`src/sv/phcc_pkg.sv`:
```
// Types, constants and the CRC-16/X.25 byte update for the packet header check.
`default_nettype none

package phcc_pkg;

  localparam int unsigned HdrLen      = 11;
  localparam int unsigned HdrCrcSpan  = 7;
  localparam int unsigned CountW      = 17;
  localparam int unsigned TotalW      = CountW + 1;
  localparam int unsigned TdataOutW   = 72;

  localparam logic [15:0]       CrcInit     = 16'hFFFF;
  localparam logic [15:0]       CrcPolyRefl = 16'h8408;
  localparam logic [CountW-1:0] CountMax    = {CountW{1'b1}};

  typedef enum logic [2:0] {
    ST_OK          = 3'd0,
    ST_TOO_SHORT   = 3'd1,
    ST_HDR_CRC_BAD = 3'd2,
    ST_TRUNCATED   = 3'd3,
    ST_PAY_CRC_BAD = 3'd4
  } status_e;

  typedef struct packed {
    logic        payload_valid;
    logic [7:0]  payload_byte;
    logic        verdict_valid;
    status_e     status;
    logic [7:0]  packet_type;
    logic [31:0] sequence_number;
    logic [15:0] payload_length;
  } result_t;

  function automatic logic [15:0] crc_x25_step(input logic [15:0] crc, input logic [7:0] b);
    logic [15:0] c;
    c = crc ^ {8'h00, b};
    for (int i = 0; i < 8; i++) begin
      if (c[0]) begin
        c = (c >> 1) ^ CrcPolyRefl;
      end else begin
        c = c >> 1;
      end
    end
    return c;
  endfunction

endpackage

`default_nettype wire

```
`src/sv/phcc_parse.sv`:
```
// Header parser, CRC accumulators and verdict logic for one datagram byte.
`default_nettype none

module phcc_parse
  import phcc_pkg::*;
(
  input  wire logic    clk_i,
  input  wire logic    rst_ni,
  input  wire logic    step_i,
  input  wire logic [7:0] data_byte_i,
  input  wire logic    last_i,
  output result_t      result_o
);

  logic [CountW-1:0] count_q, count_d;
  logic [15:0]       hcrc_q, hcrc_d;
  logic [15:0]       pcrc_q, pcrc_d;
  logic [7:0]        type_q, type_d;
  logic [31:0]       seq_q, seq_d;
  logic [15:0]       len_q, len_d;
  logic [15:0]       rxh_q, rxh_d;
  logic [15:0]       rxp_q, rxp_d;

  logic [TotalW-1:0] total;
  logic [TotalW-1:0] idx_w;
  logic [TotalW-1:0] frame_end;
  logic [TotalW-1:0] frame_end_next;
  logic              in_payload;
  logic              hdr_good_now;
  logic              hdr_good_next;
  result_t           res;

  always_comb begin
    idx_w        = {1'b0, count_q};
    total        = idx_w + TotalW'(1);
    frame_end    = TotalW'(HdrLen) + {{(TotalW-16){1'b0}}, len_q};
    in_payload   = (idx_w >= TotalW'(HdrLen)) && (idx_w < frame_end);
    hdr_good_now = ((hcrc_q ^ 16'hFFFF) == rxh_q);

    hcrc_d = hcrc_q;
    pcrc_d = pcrc_q;
    type_d = type_q;
    seq_d  = seq_q;
    len_d  = len_q;
    rxh_d  = rxh_q;
    rxp_d  = rxp_q;

    if (idx_w < TotalW'(HdrCrcSpan)) begin
      hcrc_d = crc_x25_step(hcrc_q, data_byte_i);
    end

    if (idx_w == TotalW'(0)) begin
      type_d = data_byte_i;
    end else if (idx_w <= TotalW'(4)) begin
      seq_d = {seq_q[23:0], data_byte_i};
    end else if (idx_w <= TotalW'(6)) begin
      len_d = {len_q[7:0], data_byte_i};
    end else if (idx_w <= TotalW'(8)) begin
      rxh_d = {rxh_q[7:0], data_byte_i};
    end else if (idx_w <= TotalW'(10)) begin
      rxp_d = {rxp_q[7:0], data_byte_i};
    end else if (in_payload) begin
      pcrc_d = crc_x25_step(pcrc_q, data_byte_i);
    end

    count_d = (total > {1'b0, CountMax}) ? CountMax : total[CountW-1:0];

    hdr_good_next  = ((hcrc_d ^ 16'hFFFF) == rxh_d);
    frame_end_next = TotalW'(HdrLen) + {{(TotalW-16){1'b0}}, len_d};

    res = '0;
    res.status = ST_OK;
    if (in_payload && hdr_good_now) begin
      res.payload_valid = 1'b1;
      res.payload_byte  = data_byte_i;
    end
    if (last_i) begin
      res.verdict_valid = 1'b1;
      if (total < TotalW'(HdrLen)) begin
        res.status = ST_TOO_SHORT;
      end else begin
        res.packet_type     = type_d;
        res.sequence_number = seq_d;
        res.payload_length  = len_d;
        if (!hdr_good_next) begin
          res.status = ST_HDR_CRC_BAD;
        end else if (total < frame_end_next) begin
          res.status = ST_TRUNCATED;
        end else if ((pcrc_d ^ 16'hFFFF) != rxp_d) begin
          res.status = ST_PAY_CRC_BAD;
        end else begin
          res.status = ST_OK;
        end
      end
    end
  end

  assign result_o = res;

  always_ff @(posedge clk_i or negedge rst_ni) begin
    if (!rst_ni) begin
      count_q <= '0;
      hcrc_q  <= CrcInit;
      pcrc_q  <= CrcInit;
      type_q  <= '0;
      seq_q   <= '0;
      len_q   <= '0;
      rxh_q   <= '0;
      rxp_q   <= '0;
    end else if (step_i) begin
      if (last_i) begin
        count_q <= '0;
        hcrc_q  <= CrcInit;
        pcrc_q  <= CrcInit;
        type_q  <= '0;
        seq_q   <= '0;
        len_q   <= '0;
        rxh_q   <= '0;
        rxp_q   <= '0;
      end else begin
        count_q <= count_d;
        hcrc_q  <= hcrc_d;
        pcrc_q  <= pcrc_d;
        type_q  <= type_d;
        seq_q   <= seq_d;
        len_q   <= len_d;
        rxh_q   <= rxh_d;
        rxp_q   <= rxp_d;
      end
    end
  end

endmodule

`default_nettype wire

```
`src/sv/phcc_out_reg.sv`:
```
// Result register holding one finished result until the downstream side takes it.
`default_nettype none

module phcc_out_reg
  import phcc_pkg::*;
(
  input  wire logic    clk_i,
  input  wire logic    rst_ni,
  input  wire logic    load_i,
  input  wire result_t result_i,
  input  wire logic    ready_i,
  output logic         can_load_o,
  output logic         valid_o,
  output result_t      result_o
);

  logic    valid_q, valid_d;
  result_t result_q;

  assign can_load_o = !valid_q || ready_i;

  always_comb begin
    valid_d = valid_q;
    if (load_i) begin
      valid_d = 1'b1;
    end else if (ready_i) begin
      valid_d = 1'b0;
    end
  end

  always_ff @(posedge clk_i or negedge rst_ni) begin
    if (!rst_ni) begin
      valid_q <= 1'b0;
    end else begin
      valid_q <= valid_d;
    end
  end

  always_ff @(posedge clk_i) begin
    if (load_i) begin
      result_q <= result_i;
    end
  end

  assign valid_o  = valid_q;
  assign result_o = result_q;

endmodule

`default_nettype wire

```
`src/sv/packet_header_crc_check_core.sv`:
```
// Top level of the datagram header and payload CRC-16/X.25 checker.
// A request accepted into the input register moves on into the result register,
// from which the downstream side takes it. Throughput: one byte per cycle while
// the result side is not stalled; the input register frees in the same cycle that
// its byte moves into the result register, so back-to-back requests flow.
// Reset clears the input and result valid flags, the byte counter and the captured
// header fields, and sets both CRC accumulators to all ones.
`default_nettype none

module packet_header_crc_check_core
  import phcc_pkg::*;
(
  input  wire logic                 clk_i,
  input  wire logic                 rst_ni,
  input  wire logic                 s_axis_tvalid,
  output logic                      s_axis_tready,
  input  wire logic [7:0]           s_axis_tdata,   // [7:0] data_byte
  input  wire logic                 s_axis_tlast,
  output logic                      m_axis_tvalid,
  input  wire logic                 m_axis_tready,
  // [7:0] payload_byte, [10:8] status, [18:11] packet_type,
  // [50:19] sequence_number, [66:51] payload_length, [71:67] zero
  output logic [TdataOutW-1:0]      m_axis_tdata,
  output logic [1:0]                m_axis_tuser    // [0] payload_valid, [1] verdict_valid
);

  logic       in_valid_q, in_valid_d;
  logic [7:0] in_byte_q;
  logic       in_last_q;
  logic       accept;
  logic       advance;
  logic       can_load;
  result_t    res;
  result_t    out_res;

  assign advance       = in_valid_q && can_load;
  assign s_axis_tready = !in_valid_q || advance;
  assign accept        = s_axis_tvalid && s_axis_tready;

  always_comb begin
    in_valid_d = in_valid_q;
    if (accept) begin
      in_valid_d = 1'b1;
    end else if (advance) begin
      in_valid_d = 1'b0;
    end
  end

  always_ff @(posedge clk_i or negedge rst_ni) begin
    if (!rst_ni) begin
      in_valid_q <= 1'b0;
    end else begin
      in_valid_q <= in_valid_d;
    end
  end

  always_ff @(posedge clk_i) begin
    if (accept) begin
      in_byte_q <= s_axis_tdata;
      in_last_q <= s_axis_tlast;
    end
  end

  phcc_parse u_parse (
    .clk_i       (clk_i),
    .rst_ni      (rst_ni),
    .step_i      (advance),
    .data_byte_i (in_byte_q),
    .last_i      (in_last_q),
    .result_o    (res)
  );

  phcc_out_reg u_out (
    .clk_i      (clk_i),
    .rst_ni     (rst_ni),
    .load_i     (advance),
    .result_i   (res),
    .ready_i    (m_axis_tready),
    .can_load_o (can_load),
    .valid_o    (m_axis_tvalid),
    .result_o   (out_res)
  );

  assign m_axis_tdata = {5'b00000, out_res.payload_length, out_res.sequence_number,
                         out_res.packet_type, out_res.status, out_res.payload_byte};
  assign m_axis_tuser = {out_res.verdict_valid, out_res.payload_valid};

endmodule

`default_nettype wire

```
`config.mk`:
```
export PLATFORM = sky130hd
export DESIGN_NAME = packet_header_crc_check_core
export DESIGN_NICKNAME = d
export VERILOG_FILES = /design/src/sv/phcc_pkg.sv /design/src/sv/phcc_parse.sv /design/src/sv/phcc_out_reg.sv /design/src/sv/packet_header_crc_check_core.sv
export SDC_FILE = /design/constraint.sdc
export NUM_CORES = 1
export LEC_CHECK = 0
export ABC_AREA = 1
export ABC_CLOCK_PERIOD_IN_PS = 4000
export BUFFER_PORTS_ARGS = -buffer_cell sky130_fd_sc_hd__buf_2
export CORE_MARGIN = 4
export CORE_UTILIZATION = 55
export CTS_BUF_LIST = sky130_fd_sc_hd__clkbuf_2 sky130_fd_sc_hd__clkbuf_4 sky130_fd_sc_hd__clkbuf_8
export DETAILED_ROUTE_END_ITERATION = 16
export PLACE_DENSITY = 0.75
export SYNTH_ARGS = -nofsm -noshare
export SYNTH_HDL_FRONTEND = slang
export SYNTH_HIERARCHICAL = 1
export SYNTH_SLANG_ARGS = --single-unit
```
`constraint.sdc`:
```
create_clock -name clk_i -period 4 [get_ports clk_i]
set_input_delay 0.8 -clock clk_i [delete_from_list [all_inputs] [get_ports clk_i]]
set_output_delay 0.8 -clock clk_i [all_outputs]
set_load 0.02 [all_outputs]
```
==> flow_metrics.tcl <==
set metrics [dict create \
    status "finished with violations" \
    violations "negative setup slack" \
    htreeDepth 2 \
    synth_flop_cell "dfrtp_1" \
    nets 1833 \
    clock_skew_ps 17.1 \
    clock_path_buffers 3 \
    hold_violations 0 \
    p_sw_share_pct 39.3 \
    p_int_mw 5.09 \
    coreArea_mm2 0.0229 \
    p_clk_share_pct 24.9 \
    ctsHoldBuffers 0 \
    drtIter0Drc 1108 \
    hpwl_um 25200 \
    numCtsBuffers 38 \
    slew_headroom_pct 32.9 \
    period_minus_slack_ps 4030 \
    seqPwrFrac_pct 36.2 \
    period_share_pct 101 \
    met3_usage_pct 6.53 \
    setup_viol 1 \
    gp_congestion 0.927 \
    layout_commonest_cell "nand2_1" \
    clk_pin_slew_ps 60 \
    cp-start-kind "flop" \
    power.switching_mw 3.30 \
    grt_max_degree 195 \
    grt_usage_pct 27.3 \
    slowest_delay_ps 340 \
    final_cell_mix "nand2_1 (391), inv_1 (238), nor2_1 (118)" \
    cp_slowest_cell "dfrtp_1" \
    grt_setup_unrepaired "true" \
    drive_above_1_share_pct 20.5 \
    cpMostUsedCell "nand2_1" \
    via_per_inst 5.52 \
    grt-busiest-layer "met2" \
    fp.dieW_um 161 \
    tns_ps -33.6 \
    avgSynthCellArea_um2 7.99 \
    synth-async-reset-ratio_pct 64.1 \
    worstSetupEndpointType "flop" \
    dr_total_vias 11700 \
    synth-edff-count 78 \
    design_area_mm2 0.0152 \
    num_io_pins 89 \
    die_h_um 161 \
    clock_sinks 217 \
    synth-seq-cells 217 \
    p_per_area_mw_per_mm2 551 \
    ant_nets 0 \
    fmax_ghz 0.248 \
    yosysTopAreaCellShare_pct 20.7 \
    initial_core_util_pct 56.5 \
    area.growth.synth_to_final_pct 17.6 \
    critical_path_arrival_ps 4330 \
    worstHoldPathType "input pin to asynchronous set/reset pin" \
    met2_usage_pct 42.4 \
    cp_max_fo 9 \
    overflow 0 \
    holdWs_ps 341 \
    drt-total-wl_um 36200 \
    ys_warn_count 6 \
    insertion_delay_ps 540 \
    portBuffers 83 \
    max_cap_violations 0 \
    fillCellCount 1965 \
    antenna_found_initial 3 \
    drv_slew 0 \
    final_core_util_pct 66.5 \
    comb_power_share_pct 38.9 \
    wl_per_cell_um 17.0 \
    grt_pass1_wl_um 57800 \
    cts_root_buf "clkbuf_8" \
    synthTopCellsByArea "dfrtp_1 (21%), edfxtp_1 (18%), nand2_1 (11%)" \
    die-area_mm2 0.0261 \
    grt_pass1_vias 11400 \
    crit_required_ps 4300 \
    netlist_instances 1621 \
    drc 0 \
    synth_area_leader_cell "dfrtp_1" \
    ys_seq_area_share_pct 45.3 \
    worst_pin_slew_ps 1010 \
    setup_slack_ps -33.6 \
    path_class "flop to flop" \
    ir_drop_v 0.000458 \
    tritoncts "built" \
    p_leak_nw 7.47 \
    num_rows 55 \
    grtUsageMet1_pct 37.2 \
    syn-cell-area_mm2 0.0129 \
    placed_area_mm2 0.0142 \
    ys_types 52 \
    firstDrtPassIters 5 \
    r2r_cells 28 \
]
[metal layers]
| metal | vias up | wire length [um] |
|---|---|---|
| li1 | 5642 | - |
| met1 | 5498 | 15100 |
| met2 | 485 | 16500 |
| met3 | 97 | 3380 |
| met4 | 6 | 1160 |
| met5 | - | 34 |
[synth_stat cells, types with 8 or more instances]
cell type / n
a21oi_1: 16
nor2_2: 9
o21ai_0: 116
ha_1: 37
dfstp_2: 32
nand3_1: 77
nand2_1: 394
inv_1: 240
o21ai_1: 10
dfrtp_1: 107
buf_6: 8
o22ai_1: 114
clkbuf_1: 42
buf_2: 12
nor2_1: 125
edfxtp_1: 78
inv_2: 11
nand4_1: 31
xor2_1: 57
nor3_1: 19
xnor2_1: 19
[flip-flops by register name, indices dropped and copies added (netlist names)]
register         count
u_parse/hcrc_q      16
u_parse/type_q       8
u_parse/rxh_q       16
u_parse/len_q       16
in_byte_q            8
u_parse/rxp_q       16
in_last_q            1
u_parse/pcrc_q      16
u_parse/seq_q       32
u_out/result_o      69
in_valid_q           1
u_parse/count_q     17
u_out/valid_o        1
[power groups by stage]
| stage | Combinational, mW | Sequential, mW | Clock (mW) |
|---|---|---|---|
| finish | 3.27 | 3.04 | 2.09 |
| global route | 3.67 | 3.07 | 2.23 |
| CTS | 3.16 | 3.03 | 2.13 |
| detailed placement | 3.13 | 3.06 | 0 |
| global placement | 3.05 | 3.05 | 0 |
| floorplan | 2.21 | 3.06 | 0 |
[worst max-delay path, delay by kind of cell, from the launching register on]
family	cells	cell delay [ps]
simple gates	19	1860
xor+xnor	1	150
flops	1	340
fa+ha+maj	2	530
compound gates	3	510
buf+inv	3	400
[cells by family after synthesis]
| family | Yosys count | synth area share, % |
|---|---|---|
| AO/OA/AOI/OAI | 283 | 12.9 |
| XOR/XNOR | 76 | 5.14 |
| other | 1 | 0.0290 |
| flip-flops | 217 | 45.3 |
| adder cells (fa/ha/maj) | 37 | 3.58 |
| buffers and inverters | 323 | 10.3 |
| AND/OR/NAND/NOR | 684 | 22.7 |
[final timing paths]
path | slack (ps) | end | startpoint
worst max-delay path | -30 | u_out/result_o[58]$_DFFE_PP_ | u_parse/len_q[0]$_DFFE_PN0P_
worst min-delay path | 340 | u_parse/rxp_q[7]$_DFFE_PN0P_ | rst_ni
worst max register to register | -30 | u_out/result_o[58]$_DFFE_PP_ | u_parse/len_q[0]$_DFFE_PN0P_
worst min register to register | 490 | u_parse/rxp_q[11]$_DFFE_PN0P_ | u_parse/rxp_q[11]$_DFFE_PN0P_
max in group asynchronous | 2790 | u_parse/hcrc_q[14]$_DFFE_PN1P_ | rst_ni
min in group clk_i | 440 | in_byte_q[5]$_DFFE_PP_ | s_axis_tdata[5]
[stage by stage]
stage	setup WS, ps	power [mW]	cells
final	-33.6	8.39	2126
after global routing	-361	8.98	2125
after CTS	19.8	8.31	2116
after detailed placement	-106	6.20	2046
after global placement	-24.2	6.10	2046
after floorplan	234	5.27	1625
[final cells by class]
class | count | area [um2] | area share [%]
Multi-Input combinational cell | 1085 | 5910 | 38.8
Clock buffer | 56 | 677 | 4.44
Antenna cell | 1 | 2.50 | 0.0164
Inverter | 252 | 952 | 6.25
Clock inverter | 13 | 100 | 0.657
Timing Repair Buffer | 189 | 1340 | 8.79
Sequential cell | 217 | 5860 | 38.5
Tap cell | 313 | 392 | 2.57
[timing repair]
action	CTS	global route
hold endpoints to repair	0	0
cloned	0	1
pin swaps	3	10
buffers inserted	1	8
endpoints found under the setup margin	1	12
gates resized for setup	4	32
(Power assumes the default switching activity.)
